`src/rtl/rgbhsv_pkg.sv`:
```
// ----------------------------------------------------------------------------
// rgbhsv_pkg
// Widths, types and helpers shared by the RGB to HSV converter.
// ----------------------------------------------------------------------------
package rgbhsv_pkg;

  localparam int FRAC_BITS = 16;               // fractional bits of hue and saturation
  localparam int CH_W      = 8;                // channel byte width
  localparam int OUT_W     = 16;               // hue and saturation port width
  localparam int N_W       = 11;               // sector numerator, up to 6 * 255
  localparam int DSR_W     = 12;               // divisor, up to 12 * 255
  localparam int REM_W     = DSR_W;            // partial remainder
  localparam int QUO_W     = FRAC_BITS + 1;    // quotient reaches one full turn
  localparam int DVD_W     = FRAC_BITS + DSR_W;
  localparam int QDEPTH    = 2;
  localparam int PTR_W     = $clog2(QDEPTH);

  // one classified pixel waiting for division
  typedef struct packed {
    logic [DVD_W-1:0] hue_dvd;
    logic [DSR_W-1:0] hue_dsr;
    logic [DVD_W-1:0] sat_dvd;
    logic [DSR_W-1:0] sat_dsr;
    logic             grey;
    logic             black;
    logic [CH_W-1:0]  value;
  } entry_t;

  // sideband that travels beside the dividers
  typedef struct packed {
    logic            grey;
    logic            black;
    logic [CH_W-1:0] value;
  } side_t;

  // low OUT_W bits of a fraction, zero extended when it is narrower
  function automatic logic [OUT_W-1:0] fit_out(input logic [FRAC_BITS-1:0] frac);
    logic [FRAC_BITS+OUT_W-1:0] ext;
    ext = {{OUT_W{1'b0}}, frac};
    return ext[OUT_W-1:0];
  endfunction

endpackage

```
`src/rtl/rgbhsv_if.sv`:
```
// ----------------------------------------------------------------------------
// rgbhsv_if
// Valid/ready channels for pixels in and hue, saturation, value out.
// ----------------------------------------------------------------------------
interface rgbhsv_pix_if;
  import rgbhsv_pkg::*;

  logic            valid;
  logic            ready;
  logic [CH_W-1:0] red;
  logic [CH_W-1:0] green;
  logic [CH_W-1:0] blue;

  modport source (output valid, output red, output green, output blue, input ready);
  modport sink   (input valid, input red, input green, input blue, output ready);
endinterface

interface rgbhsv_hsv_if;
  import rgbhsv_pkg::*;

  logic             valid;
  logic             ready;
  logic [OUT_W-1:0] hue;
  logic [OUT_W-1:0] saturation;
  logic [CH_W-1:0]  value;

  modport source (output valid, output hue, output saturation, output value, input ready);
  modport sink   (input valid, input hue, input saturation, input value, output ready);
endinterface

```
`src/rtl/rgbhsv_front.sv`:
```
// ----------------------------------------------------------------------------
// rgbhsv_front
// Accepts a pixel, finds max and min, picks the hue sector and forms the
// dividends and divisors for hue and saturation.
// ----------------------------------------------------------------------------
module rgbhsv_front (
  rgbhsv_pix_if.sink           pix_i,
  input  logic                 q_ready_i,
  output logic                 push_o,
  output rgbhsv_pkg::entry_t   entry_o
);
  import rgbhsv_pkg::*;

  logic [CH_W-1:0] mx;
  logic [CH_W-1:0] mn;
  logic [CH_W-1:0] d;
  logic [N_W-1:0]  d_n;
  logic [N_W-1:0]  n;
  logic            blue_max;
  logic            green_max;

  assign pix_i.ready = q_ready_i;
  assign push_o      = pix_i.valid && q_ready_i;

  // ties go to blue, then green
  assign blue_max  = (pix_i.blue >= pix_i.red) && (pix_i.blue >= pix_i.green);
  assign green_max = !blue_max && (pix_i.green >= pix_i.red);

  always_comb begin
    mx = pix_i.red;
    if (pix_i.green > mx) mx = pix_i.green;
    if (pix_i.blue > mx) mx = pix_i.blue;
    mn = pix_i.red;
    if (pix_i.green < mn) mn = pix_i.green;
    if (pix_i.blue < mn) mn = pix_i.blue;
  end

  assign d   = mx - mn;
  assign d_n = N_W'(d);

  // numerator lands in 0 .. 6d, so modular arithmetic at N_W bits is exact
  always_comb begin
    if (blue_max) begin
      n = N_W'(pix_i.red) - N_W'(pix_i.green) + (d_n << 2);
    end else if (green_max) begin
      n = N_W'(pix_i.blue) - N_W'(pix_i.red) + (d_n << 1);
    end else begin
      n = N_W'(pix_i.green) - N_W'(pix_i.blue);
      if (pix_i.green < pix_i.blue) n = n + (d_n << 2) + (d_n << 1);
    end
  end

  always_comb begin
    entry_o.hue_dvd = {n, {(FRAC_BITS + 1){1'b0}}} + DVD_W'((d_n << 2) + (d_n << 1));
    entry_o.hue_dsr = (DSR_W'(d) << 3) + (DSR_W'(d) << 2);
    entry_o.sat_dvd = DVD_W'({d, {(FRAC_BITS + 1){1'b0}}}) + DVD_W'(mx);
    entry_o.sat_dsr = DSR_W'({mx, 1'b0});
    entry_o.grey    = (d == '0);
    entry_o.black   = (mx == '0);
    entry_o.value   = mx;
  end

endmodule

```
`src/rtl/rgbhsv_queue.sv`:
```
// ----------------------------------------------------------------------------
// rgbhsv_queue
// Short first-in first-out queue between the front and the back.
// ----------------------------------------------------------------------------
module rgbhsv_queue (
  input  logic                 clk_i,
  input  logic                 rst_ni,
  input  logic                 push_i,
  input  rgbhsv_pkg::entry_t   entry_i,
  output logic                 ready_o,
  input  logic                 pop_i,
  output logic                 valid_o,
  output rgbhsv_pkg::entry_t   entry_o
);
  import rgbhsv_pkg::*;

  entry_t           slot_q [QDEPTH];
  logic [PTR_W-1:0] wr_ptr_q, wr_ptr_d;
  logic [PTR_W-1:0] rd_ptr_q, rd_ptr_d;
  logic [PTR_W:0]   cnt_q, cnt_d;

  assign ready_o = (cnt_q != (PTR_W + 1)'(QDEPTH));
  assign valid_o = (cnt_q != '0);
  assign entry_o = slot_q[rd_ptr_q];

  always_comb begin
    wr_ptr_d = push_i ? wr_ptr_q + 1'b1 : wr_ptr_q;
    rd_ptr_d = pop_i  ? rd_ptr_q + 1'b1 : rd_ptr_q;
    cnt_d    = cnt_q;
    if (push_i && !pop_i) cnt_d = cnt_q + 1'b1;
    if (pop_i && !push_i) cnt_d = cnt_q - 1'b1;
  end

  always_ff @(posedge clk_i or negedge rst_ni) begin
    if (!rst_ni) begin
      wr_ptr_q <= '0;
      rd_ptr_q <= '0;
      cnt_q    <= '0;
    end else begin
      wr_ptr_q <= wr_ptr_d;
      rd_ptr_q <= rd_ptr_d;
      cnt_q    <= cnt_d;
    end
  end

  always_ff @(posedge clk_i) begin
    if (push_i) slot_q[wr_ptr_q] <= entry_i;
  end

endmodule

```
`src/rtl/rgbhsv_div.sv`:
```
// ----------------------------------------------------------------------------
// rgbhsv_div
// Pipelined restoring divider, one quotient bit per stage.
// ----------------------------------------------------------------------------
module rgbhsv_div (
  input  logic                          clk_i,
  input  logic                          en_i,
  input  logic [rgbhsv_pkg::DVD_W-1:0]  dividend_i,
  input  logic [rgbhsv_pkg::DSR_W-1:0]  divisor_i,
  output logic [rgbhsv_pkg::QUO_W-1:0]  quotient_o
);
  import rgbhsv_pkg::*;

  logic [REM_W-1:0] rem_q [QUO_W];
  logic [QUO_W-1:0] low_q [QUO_W];
  logic [QUO_W-1:0] quo_q [QUO_W];
  logic [DSR_W-1:0] dsr_q [QUO_W];

  for (genvar k = 0; k < QUO_W; k++) begin : g_stage
    logic [REM_W-1:0] rem_in;
    logic [QUO_W-1:0] low_in;
    logic [QUO_W-1:0] quo_in;
    logic [DSR_W-1:0] dsr_in;
    logic [REM_W:0]   trial;
    logic             ge;

    if (k == 0) begin : g_first
      // upper dividend bits are already below the divisor since quotient < 2^QUO_W
      assign rem_in = REM_W'(dividend_i[DVD_W-1:QUO_W]);
      assign low_in = dividend_i[QUO_W-1:0];
      assign quo_in = '0;
      assign dsr_in = divisor_i;
    end else begin : g_next
      assign rem_in = rem_q[k-1];
      assign low_in = low_q[k-1];
      assign quo_in = quo_q[k-1];
      assign dsr_in = dsr_q[k-1];
    end

    assign trial = {rem_in, low_in[QUO_W-1]};
    assign ge    = (trial >= {1'b0, dsr_in});

    always_ff @(posedge clk_i) begin
      if (en_i) begin
        rem_q[k] <= ge ? REM_W'(trial - {1'b0, dsr_in}) : REM_W'(trial);
        low_q[k] <= {low_in[QUO_W-2:0], 1'b0};
        quo_q[k] <= {quo_in[QUO_W-2:0], ge};
        dsr_q[k] <= dsr_in;
      end
    end
  end

  assign quotient_o = quo_q[QUO_W-1];

endmodule

```
`src/rtl/rgbhsv_back.sv`:
```
// ----------------------------------------------------------------------------
// rgbhsv_back
// Runs hue and saturation divisions in lockstep and drives the result
// channel from the last stage.
// ----------------------------------------------------------------------------
module rgbhsv_back (
  input  logic                 clk_i,
  input  logic                 rst_ni,
  input  logic                 q_valid_i,
  input  rgbhsv_pkg::entry_t   q_entry_i,
  output logic                 q_pop_o,
  rgbhsv_hsv_if.source         hsv_o
);
  import rgbhsv_pkg::*;

  logic [QUO_W-1:0] vld_q;
  side_t            side_q [QUO_W];
  logic             en;
  logic [QUO_W-1:0] hue_quo;
  logic [QUO_W-1:0] sat_quo;
  side_t            side_out;

  // whole pipe advances unless the finished request is held
  assign en      = !vld_q[QUO_W-1] || hsv_o.ready;
  assign q_pop_o = q_valid_i && en;

  rgbhsv_div u_hue_div (
    .clk_i      (clk_i),
    .en_i       (en),
    .dividend_i (q_entry_i.hue_dvd),
    .divisor_i  (q_entry_i.hue_dsr),
    .quotient_o (hue_quo)
  );

  rgbhsv_div u_sat_div (
    .clk_i      (clk_i),
    .en_i       (en),
    .dividend_i (q_entry_i.sat_dvd),
    .divisor_i  (q_entry_i.sat_dsr),
    .quotient_o (sat_quo)
  );

  always_ff @(posedge clk_i or negedge rst_ni) begin
    if (!rst_ni) begin
      vld_q <= '0;
    end else if (en) begin
      vld_q <= {vld_q[QUO_W-2:0], q_valid_i};
    end
  end

  always_ff @(posedge clk_i) begin
    if (en) begin
      side_q[0] <= '{grey: q_entry_i.grey, black: q_entry_i.black, value: q_entry_i.value};
      for (int k = 1; k < QUO_W; k++) begin
        side_q[k] <= side_q[k-1];
      end
    end
  end

  assign side_out = side_q[QUO_W-1];

  always_comb begin
    hsv_o.valid = vld_q[QUO_W-1];
    hsv_o.value = side_out.value;
    // full turn wraps to zero by dropping the top quotient bit
    hsv_o.hue   = side_out.grey ? '0 : fit_out(hue_quo[FRAC_BITS-1:0]);
    if (side_out.black) begin
      hsv_o.saturation = '0;
    end else if (sat_quo[FRAC_BITS]) begin
      hsv_o.saturation = fit_out('1);
    end else begin
      hsv_o.saturation = fit_out(sat_quo[FRAC_BITS-1:0]);
    end
  end

endmodule

```
`src/rtl/rgb_to_hsv_converter.sv`:
```
// ----------------------------------------------------------------------------
// rgb_to_hsv_converter
// RGB pixel to hue, saturation, value, one pixel per clock if not stalled.
//
//   channel   dir   handshake      payload
//   pix_i     in    valid/ready    red, green, blue (8 bits each)
//   hsv_o     out   valid/ready    hue (16), saturation (16), value (8)
//
// while results are taken, a new pixel can be taken every clock and
// throughput is one per cycle; a pixel is registered in the queue, then
// in each pipelined stage of the two dividers
// reset clears the queue pointers and count and the pipeline valid bits,
// nothing else
// a stalled result freezes the divider pipeline; the queue keeps taking
// pixels until it holds two
// ----------------------------------------------------------------------------
module rgb_to_hsv_converter (
  input  logic          clk_i,
  input  logic          rst_ni,
  rgbhsv_pix_if.sink    pix_i,
  rgbhsv_hsv_if.source  hsv_o
);
  import rgbhsv_pkg::*;

  logic   push;
  logic   q_ready;
  logic   q_valid;
  logic   q_pop;
  entry_t front_entry;
  entry_t q_entry;

  rgbhsv_front u_front (
    .pix_i     (pix_i),
    .q_ready_i (q_ready),
    .push_o    (push),
    .entry_o   (front_entry)
  );

  rgbhsv_queue u_queue (
    .clk_i   (clk_i),
    .rst_ni  (rst_ni),
    .push_i  (push),
    .entry_i (front_entry),
    .ready_o (q_ready),
    .pop_i   (q_pop),
    .valid_o (q_valid),
    .entry_o (q_entry)
  );

  rgbhsv_back u_back (
    .clk_i     (clk_i),
    .rst_ni    (rst_ni),
    .q_valid_i (q_valid),
    .q_entry_i (q_entry),
    .q_pop_o   (q_pop),
    .hsv_o     (hsv_o)
  );

  // black pixel has no saturation
  a_black_no_sat : assert property (@(posedge clk_i) disable iff (!rst_ni)
    hsv_o.valid && (hsv_o.value == '0) |-> (hsv_o.saturation == '0))
    else $error("black pixel with nonzero saturation");

  // zero saturation on a lit pixel means grey, so hue must be zero
  a_grey_no_hue : assert property (@(posedge clk_i) disable iff (!rst_ni)
    hsv_o.valid && (hsv_o.value != '0) && (hsv_o.saturation == '0)
      |-> (hsv_o.hue == '0))
    else $error("grey pixel with nonzero hue");

  // pixel held back only when the queue has something to drain
  a_stall_has_work : assert property (@(posedge clk_i) disable iff (!rst_ni)
    pix_i.valid && !pix_i.ready |-> q_valid)
    else $error("input stalled with empty queue");

  // a request leaving the queue must enter the divider pipeline next cycle
  a_pop_enters_pipe : assert property (@(posedge clk_i) disable iff (!rst_ni)
    q_pop |=> (u_back.vld_q[0] == 1'b1))
    else $error("queue pop lost before the dividers");

endmodule

```
`src/flat_wrapper.sv`:
```
// flat-port wrapper written by rule: the top's interface ports become plain ports
module rgb_to_hsv_converter_flat import rgbhsv_pkg::*;
  (clk_i, rst_ni, pix_i_valid, pix_i_red, pix_i_green, pix_i_blue, pix_i_ready, hsv_o_valid, hsv_o_hue, hsv_o_saturation, hsv_o_value, hsv_o_ready);
  rgbhsv_pix_if pix_i_i ();
  rgbhsv_hsv_if hsv_o_i ();
  input  logic clk_i;
  input  logic rst_ni;
  input wire logic [$bits(pix_i_i.valid)-1:0] pix_i_valid;
  input wire logic [$bits(pix_i_i.red)-1:0] pix_i_red;
  input wire logic [$bits(pix_i_i.green)-1:0] pix_i_green;
  input wire logic [$bits(pix_i_i.blue)-1:0] pix_i_blue;
  output wire logic [$bits(pix_i_i.ready)-1:0] pix_i_ready;
  output wire logic [$bits(hsv_o_i.valid)-1:0] hsv_o_valid;
  output wire logic [$bits(hsv_o_i.hue)-1:0] hsv_o_hue;
  output wire logic [$bits(hsv_o_i.saturation)-1:0] hsv_o_saturation;
  output wire logic [$bits(hsv_o_i.value)-1:0] hsv_o_value;
  input wire logic [$bits(hsv_o_i.ready)-1:0] hsv_o_ready;
  assign pix_i_i.valid = pix_i_valid;
  assign pix_i_i.red = pix_i_red;
  assign pix_i_i.green = pix_i_green;
  assign pix_i_i.blue = pix_i_blue;
  assign pix_i_ready = pix_i_i.ready;
  assign hsv_o_valid = hsv_o_i.valid;
  assign hsv_o_hue = hsv_o_i.hue;
  assign hsv_o_saturation = hsv_o_i.saturation;
  assign hsv_o_value = hsv_o_i.value;
  assign hsv_o_i.ready = hsv_o_ready;
  rgb_to_hsv_converter u_core (.clk_i(clk_i), .rst_ni(rst_ni), .pix_i(pix_i_i), .hsv_o(hsv_o_i));
endmodule
```
`config.mk`:
```
export PLATFORM = sky130hd
export DESIGN_NAME = rgb_to_hsv_converter_flat
export DESIGN_NICKNAME = d
export VERILOG_FILES = /design/src/rtl/rgbhsv_pkg.sv /design/src/rtl/rgbhsv_if.sv /design/src/rtl/rgbhsv_front.sv /design/src/rtl/rgbhsv_queue.sv /design/src/rtl/rgbhsv_div.sv /design/src/rtl/rgbhsv_back.sv /design/src/rtl/rgb_to_hsv_converter.sv /design/src/flat_wrapper.sv
export SDC_FILE = /design/constraint.sdc
export NUM_CORES = 2
export LEC_CHECK = 0
export ABC_AREA = 1
export ABC_CLOCK_PERIOD_IN_PS = 69500
export CAP_MARGIN = 0
export CORE_MARGIN = 8
export CORE_UTILIZATION = 40
export DETAILED_ROUTE_END_ITERATION = 7
export DONT_BUFFER_PORTS = 1
export PLACE_DENSITY_LB_ADDON = 0.08
export SLEW_MARGIN = 20
export SYNTH_ARGS = -nofsm -noshare
export SYNTH_HDL_FRONTEND = slang
export SYNTH_SLANG_ARGS = --single-unit
export TNS_END_PERCENT = 30
```
`constraint.sdc`:
```
create_clock -name clk_i -period 69.5 [get_ports clk_i]
set_input_delay 20.85 -clock clk_i [delete_from_list [all_inputs] [get_ports clk_i]]
set_output_delay 20.85 -clock clk_i [all_outputs]
set_load 0.02 [all_outputs]
```
### Yosys cells after proc, flatten, opt, wreduce, memory -nomap -nowiden

Memories as Yosys holds them, arrays and structs flattened.
Cells that the tools add are included.

| operators by class | value |
|---|---|
| add/subtract/negate cells | 50 |
| multiply operators | 0 |
| divide/modulo/power cells | 0 |
| magnitude comparators | 42 |
| eq/ne operators | 1 |
| shifts and indexed selects | 0 |
| muxes and demuxes | 50 |
| bitwise operators | 0 |
| reduce and logical (&&, ||, !) cells | 15 |

Operators with widths:

| operator | number |
|---|---|
| 13-bit by 12-bit greater-or-equal comparator with 1-bit output | 32 |
| 12-bit two-way mux | 34 |
| 12-bit subtractor | 34 |
| 16-bit two-way mux | 3 |
| 11-bit two-way mux | 3 |
| 8-bit two-way mux | 4 |
| 28-bit by 11-bit adder with 28-bit output | 1 |
| 8-bit by 8-bit subtractor with 9-bit output | 3 |
| 25-bit by 8-bit adder with 26-bit output | 1 |
| 12-bit greater-or-equal comparator | 2 |
| 8-bit greater-or-equal comparator | 3 |
| 8-bit < comparator | 3 |
| 11-bit by 10-bit adder with 11-bit output | 2 |
| 8-bit > comparator | 2 |
| 8-bit zero test | 2 |
| 11-bit by 10-bit adder with 12-bit output | 1 |
| 10-bit by 9-bit adder with 11-bit output | 1 |
| 11-bit by 9-bit adder with 11-bit output | 1 |
| 9-bit by 10-bit adder with 11-bit output | 1 |
| 8-bit subtractor | 1 |
| 1-bit logical AND | 6 |
| 1-bit zero test | 4 |
| 1-bit two-way mux | 4 |
| 2-bit two-way mux | 2 |
| 6 further kinds | 8 |

| word-level totals | value |
|---|---|
| register bits after elaboration | 21 |
| latch bits | 0 |
| memory bits (writable) | 2,276 |
| bits in read-only memories | 0 |
| input port bits | 28 |
| output and inout bits | 42 |
| logic and storage cells | 172 |
| memories | 10 |

Memory list:

| name | words | bits a word | read ports | clocked after memory_dff | wr ports | RTL line | text |
|---|---|---|---|---|---|---|---|
| u_core.u_back.u_hue_div.quo_q | 17 | 17 | 17 | 0 | 17 | rgbhsv_div.sv:16 | `logic [QUO_W-1:0] quo_q [QUO_W];` |
| u_core.u_back.u_sat_div.quo_q | 17 | 17 | 17 | 0 | 17 | rgbhsv_div.sv:16 |  |
| u_core.u_back.u_hue_div.low_q | 17 | 16 | 16 | 0 | 17 | rgbhsv_div.sv:15 | `logic [QUO_W-1:0] low_q [QUO_W];` |
| u_core.u_back.u_sat_div.low_q | 17 | 16 | 16 | 0 | 17 | rgbhsv_div.sv:15 |  |
| u_core.u_back.u_hue_div.dsr_q | 17 | 12 | 16 | 0 | 17 | rgbhsv_div.sv:17 | `logic [DSR_W-1:0] dsr_q [QUO_W];` |
| u_core.u_back.u_hue_div.rem_q | 17 | 12 | 16 | 0 | 17 | rgbhsv_div.sv:14 | `logic [REM_W-1:0] rem_q [QUO_W];` |
| 4 more memories | -- | -- | -- | -- | -- | -- |  |

### Longest topological paths before layout

| depth | value |
|---|---|
| word-level depth | 11 |
| mapped depth | 50 |
| depth with buffers taken out | 48 |

### By module

A second synthesis with hierarchy kept.

| second synthesis, totals | value |
|---|---|
| cells, all modules | 8,910 |
| area, all modules | 89,891.2 µm² |

Modules (own cells, without submodules):

| module | instances | cells each | area each (µm²) | seq. area each (µm²) |
|---|---|---|---|---|
| rgbhsv_div (u_core.u_back.u_hue_div) | 1 | 3,715 | 36,298.6 | 20,209.4 |
| rgbhsv_div (u_core.u_back.u_sat_div) | 1 | 3,716 | 36,128.4 | 20,209.4 |
| rgbhsv_queue | 1 | 494 | 7,053.0 | 5,505.3 |
| rgbhsv_back | 1 | 322 | 6,143.4 | 5,530.3 |
| rgbhsv_front | 1 | 663 | 4,267.8 | 0.0 |

### Least setup slack after synthesis

No wires, ideal clock.

| timing | value |
|---|---|
| path type | input to register |
| from | in hsv_o_ready |
| to | mem u_core.u_back.side_q[0][0] (netlist name), enable pin |
| library setup time | 1.691 ns |
| arrival time | 46.958 ns |
| required time | 67.809 ns |
| slack | 20.850 ns |
| stages | 3 |
| buffers on the path | 1 |
| cell sequence | nor2_1 > inv_1 > clkbuf_1 |

RTL lines:

| element | RTL line | text |
|---|---|---|
| start, declared | flat_wrapper.sv:17 | `input wire logic [$bits(hsv_o_i.ready)-1:0] hsv_o_ready;` |
| end, declared | rgbhsv_back.sv:17 | `side_t side_q [QUO_W];` |

==> out/results.ini <==
[worst_setup_path]
slowest_delay_ps=680
critical_path.startpoint=pix_i_green[6]
crit_top_cell=nand2_1
reg2reg_from=u_core.u_back.vld_q[16]
critical-path-slowest-cell=xnor2_1
crit_required_ps=69920
crit_path_end_kind=flop
critPathMaxFanout=17
start_kind=primary input
worstSetupPathType=primary input to flop
critPathArrivalTime_ps=27930

[clock_tree]
clk_latency_ps=700
cts_root_buffer=clkbuf_16
numCtsBuffers=118
hold_buffers=0
h-tree-depth=3
cts_tree=done
clkSinkCount=1053
clockBufferDepth=3
clk_pin_slew_worst_paths_ps=60
ctsResizeCount=0
post_cts_buffers=0

[timing]
period_share_pct=39.59
setup_viol_count_final=0
fmax_mhz=36.35
clock-skew-final_ps=31.04
hold_ws_ps=414.3
slew_headroom_pct=30.53
fin_tns_setup_ps=0
hold_viol_final=0
tightest_slew_ps=1042
maxSlewViolCount=0
fin_crit_ps=27510
rsz0062_at_grt=false
layout_setup_ws_ps=41990

[drt]
via_per_inst=4.792
first_pass_iters=5
drcViolationCount=0
wl_mm=102.8
via_count=30760
antenna_left=0
initialDrtViolationCount=1552
avgRoutedWirePerCell_um=16.01

[yosys]
yosysTopAreaCell=edfxtp_1
seq_area_frac_synth_pct=60.46
yosys_warnings=0
syn-num-nets=4975
ys_ff_latch=1053
synth_area_leaders=edfxtp_1, ha_1, nand2_1
synth_edf_count=1032
syn_inst=4509
syn_avg_cell_area_um2=11.56
ys.flop_type=edfxtp_1
synth_top_cell_area_share_pct=59.45
synthArstFlopShare_pct=1.994
ys_types=58
syn_area_um2=52130

[min_path]
min_path_type=flop to flop
worstHoldStart=u_core.u_back.u_hue_div.quo_q[0][221]

[die]
rows=132
start_util_pct=40.26
ios=70
die_h_um=377
fp.dieW_um=377
core_um2=129500
die_area_um2=142100

[cells_and_area]
drive_gt1_share_pct=5.860
area_delta_synth_final_pct=11.33
n_antenna_cell=0
ff_latch_area_um2=31520
multi_input_area_um2=17970
fillers=12060
final_cell_mix=edfxtp_1, nand2_1, inv_1
fin_util_pct=44.82
final_common_cell=edfxtp_1
nets=5045

[global_route]
grt_usage_pct=14.41
grt_max_degree=194
grt-ovfl-total=0
grt_pass1_vias=31410
antenna_found_initial=0
grt_pass1_wl_mm=164.7

[place]
gp_congestion=0.8651
io_buffers=0
hpwl_mm=75.35
dpl_worst_slack_ps=41330

[flow_run]
max_cap_viol_count=0

[run_status]
status=finished clean

final timing paths:
path,depth (start not counted),to,slack (ps)
max,35,u_core.u_queue.slot_q[0][83],41990
min,0,u_core.u_back.u_hue_div.quo_q[0][239],410
max reg2reg,7,u_core.u_back.u_hue_div.rem_q[0][163],65080
min reg2reg,0,u_core.u_back.u_hue_div.quo_q[0][239],410
max in group asynchronous,0,u_core.u_back.vld_q[7],49590
min in group asynchronous,0,u_core.u_back.vld_q[11],19840
synthesized netlist by cell type (3+ instances only):
| library cell | number |
|---|---|
| dfrtp_1 | 21 |
| nand4_1 | 35 |
| a41oi_1 | 3 |
| clkbuf_2 | 5 |
| o31ai_1 | 14 |
| o211ai_1 | 16 |
| nand2_2 | 13 |
| o221ai_1 | 4 |
| nand3_1 | 86 |
| o21ai_2 | 5 |
| a2111oi_0 | 3 |
| a21oi_1 | 361 |
| nand3b_1 | 14 |
| nand2_4 | 3 |
| or2_2 | 25 |
| ha_1 | 390 |
| fa_1 | 48 |
| buf_4 | 9 |
| inv_2 | 14 |
| clkbuf_1 | 34 |
| a21o_1 | 26 |
| inv_1 | 600 |
| o311ai_0 | 5 |
| buf_2 | 21 |
| nor2_1 | 335 |
| o21a_1 | 6 |
| o21bai_1 | 22 |
| o21ai_0 | 298 |
| xnor2_1 | 114 |
| a211oi_1 | 7 |
| nor4_1 | 8 |
| o21ai_1 | 35 |
| xor2_1 | 177 |
| edfxtp_1 | 1032 |
| nor3_1 | 35 |
| nand2_1 | 652 |
per-stage QoR:
step           instance area [um2]  instances
3_3_place_gp                 54150       6200
5_1_grt                      58040       6418
3_5_place_dp                 54150       6200
6_report                     58040       6418
2_1_floorplan                52130       4509
4_1_cts                      58010       6417
registers in the layout (all words and copies together) (netlist names):
name	cells
u_core.u_back.u_hue_div.rem_q	180
u_core.u_back.u_sat_div.rem_q	176
u_core.u_back.side_q	170
u_core.u_back.u_sat_div.quo_q	153
u_core.u_back.u_hue_div.quo_q	136
u_core.u_back.u_hue_div.low_q	105
u_core.u_queue.slot_q	76
u_core.u_back.u_hue_div.dsr_q	36
u_core.u_back.vld_q	17
u_core.u_queue.cnt_q	2
u_core.u_queue.rd_ptr_q	1
u_core.u_queue.wr_ptr_q	1
worst max-delay path: cells and delay by family:
kind                       cells  cell delay [ps]
adders and majority gates      6             2430
and+or+nand+nor               14             1400
buffers and inverters          4              570
AOI/OAI and AO/OA              9             1860
xor gates and xnor gates       2              790
area by class of cell:
type / instances / area share (%)
Sequential cell: 1053 / 54.30
Multi-Input combinational cell: 2770 / 30.97
Clock buffer: 142 / 5.530
Inverter: 616 / 3.997
Tap cell: 1742 / 3.756
Clock inverter: 75 / 1.112
Timing Repair Buffer: 20 / 0.3363
metal layers:
layer | GRT usage [%] | up-vias | part of all wire [%]
met5 | 0 | - | 0
met4 | 5.116 | 0 | 3.0
met3 | 2.650 | 176 | 3.8
met2 | 26.60 | 375 | 51
met1 | 16.66 | 14430 | 42
li1 | - | 15770 | -
logic make-up (layout without fill, tap and decap cells):
kind of cell,after synthesis,in the layout,share of synthesized area [%]
and+or+nand+nor,1219,1219,9.721
DFF,1053,1053,60.46
AOI/OAI and AO/OA,820,820,8.593
buffers and inverters,686,853,5.098
adders and majority gates,438,438,11.20
xor gates and xnor gates,291,291,4.889
muxes,2,2,0.03840
Power is left out: the tool's default activity adds up to more than one toggle a clock period on the data nets, which glitch-free logic cannot reach.
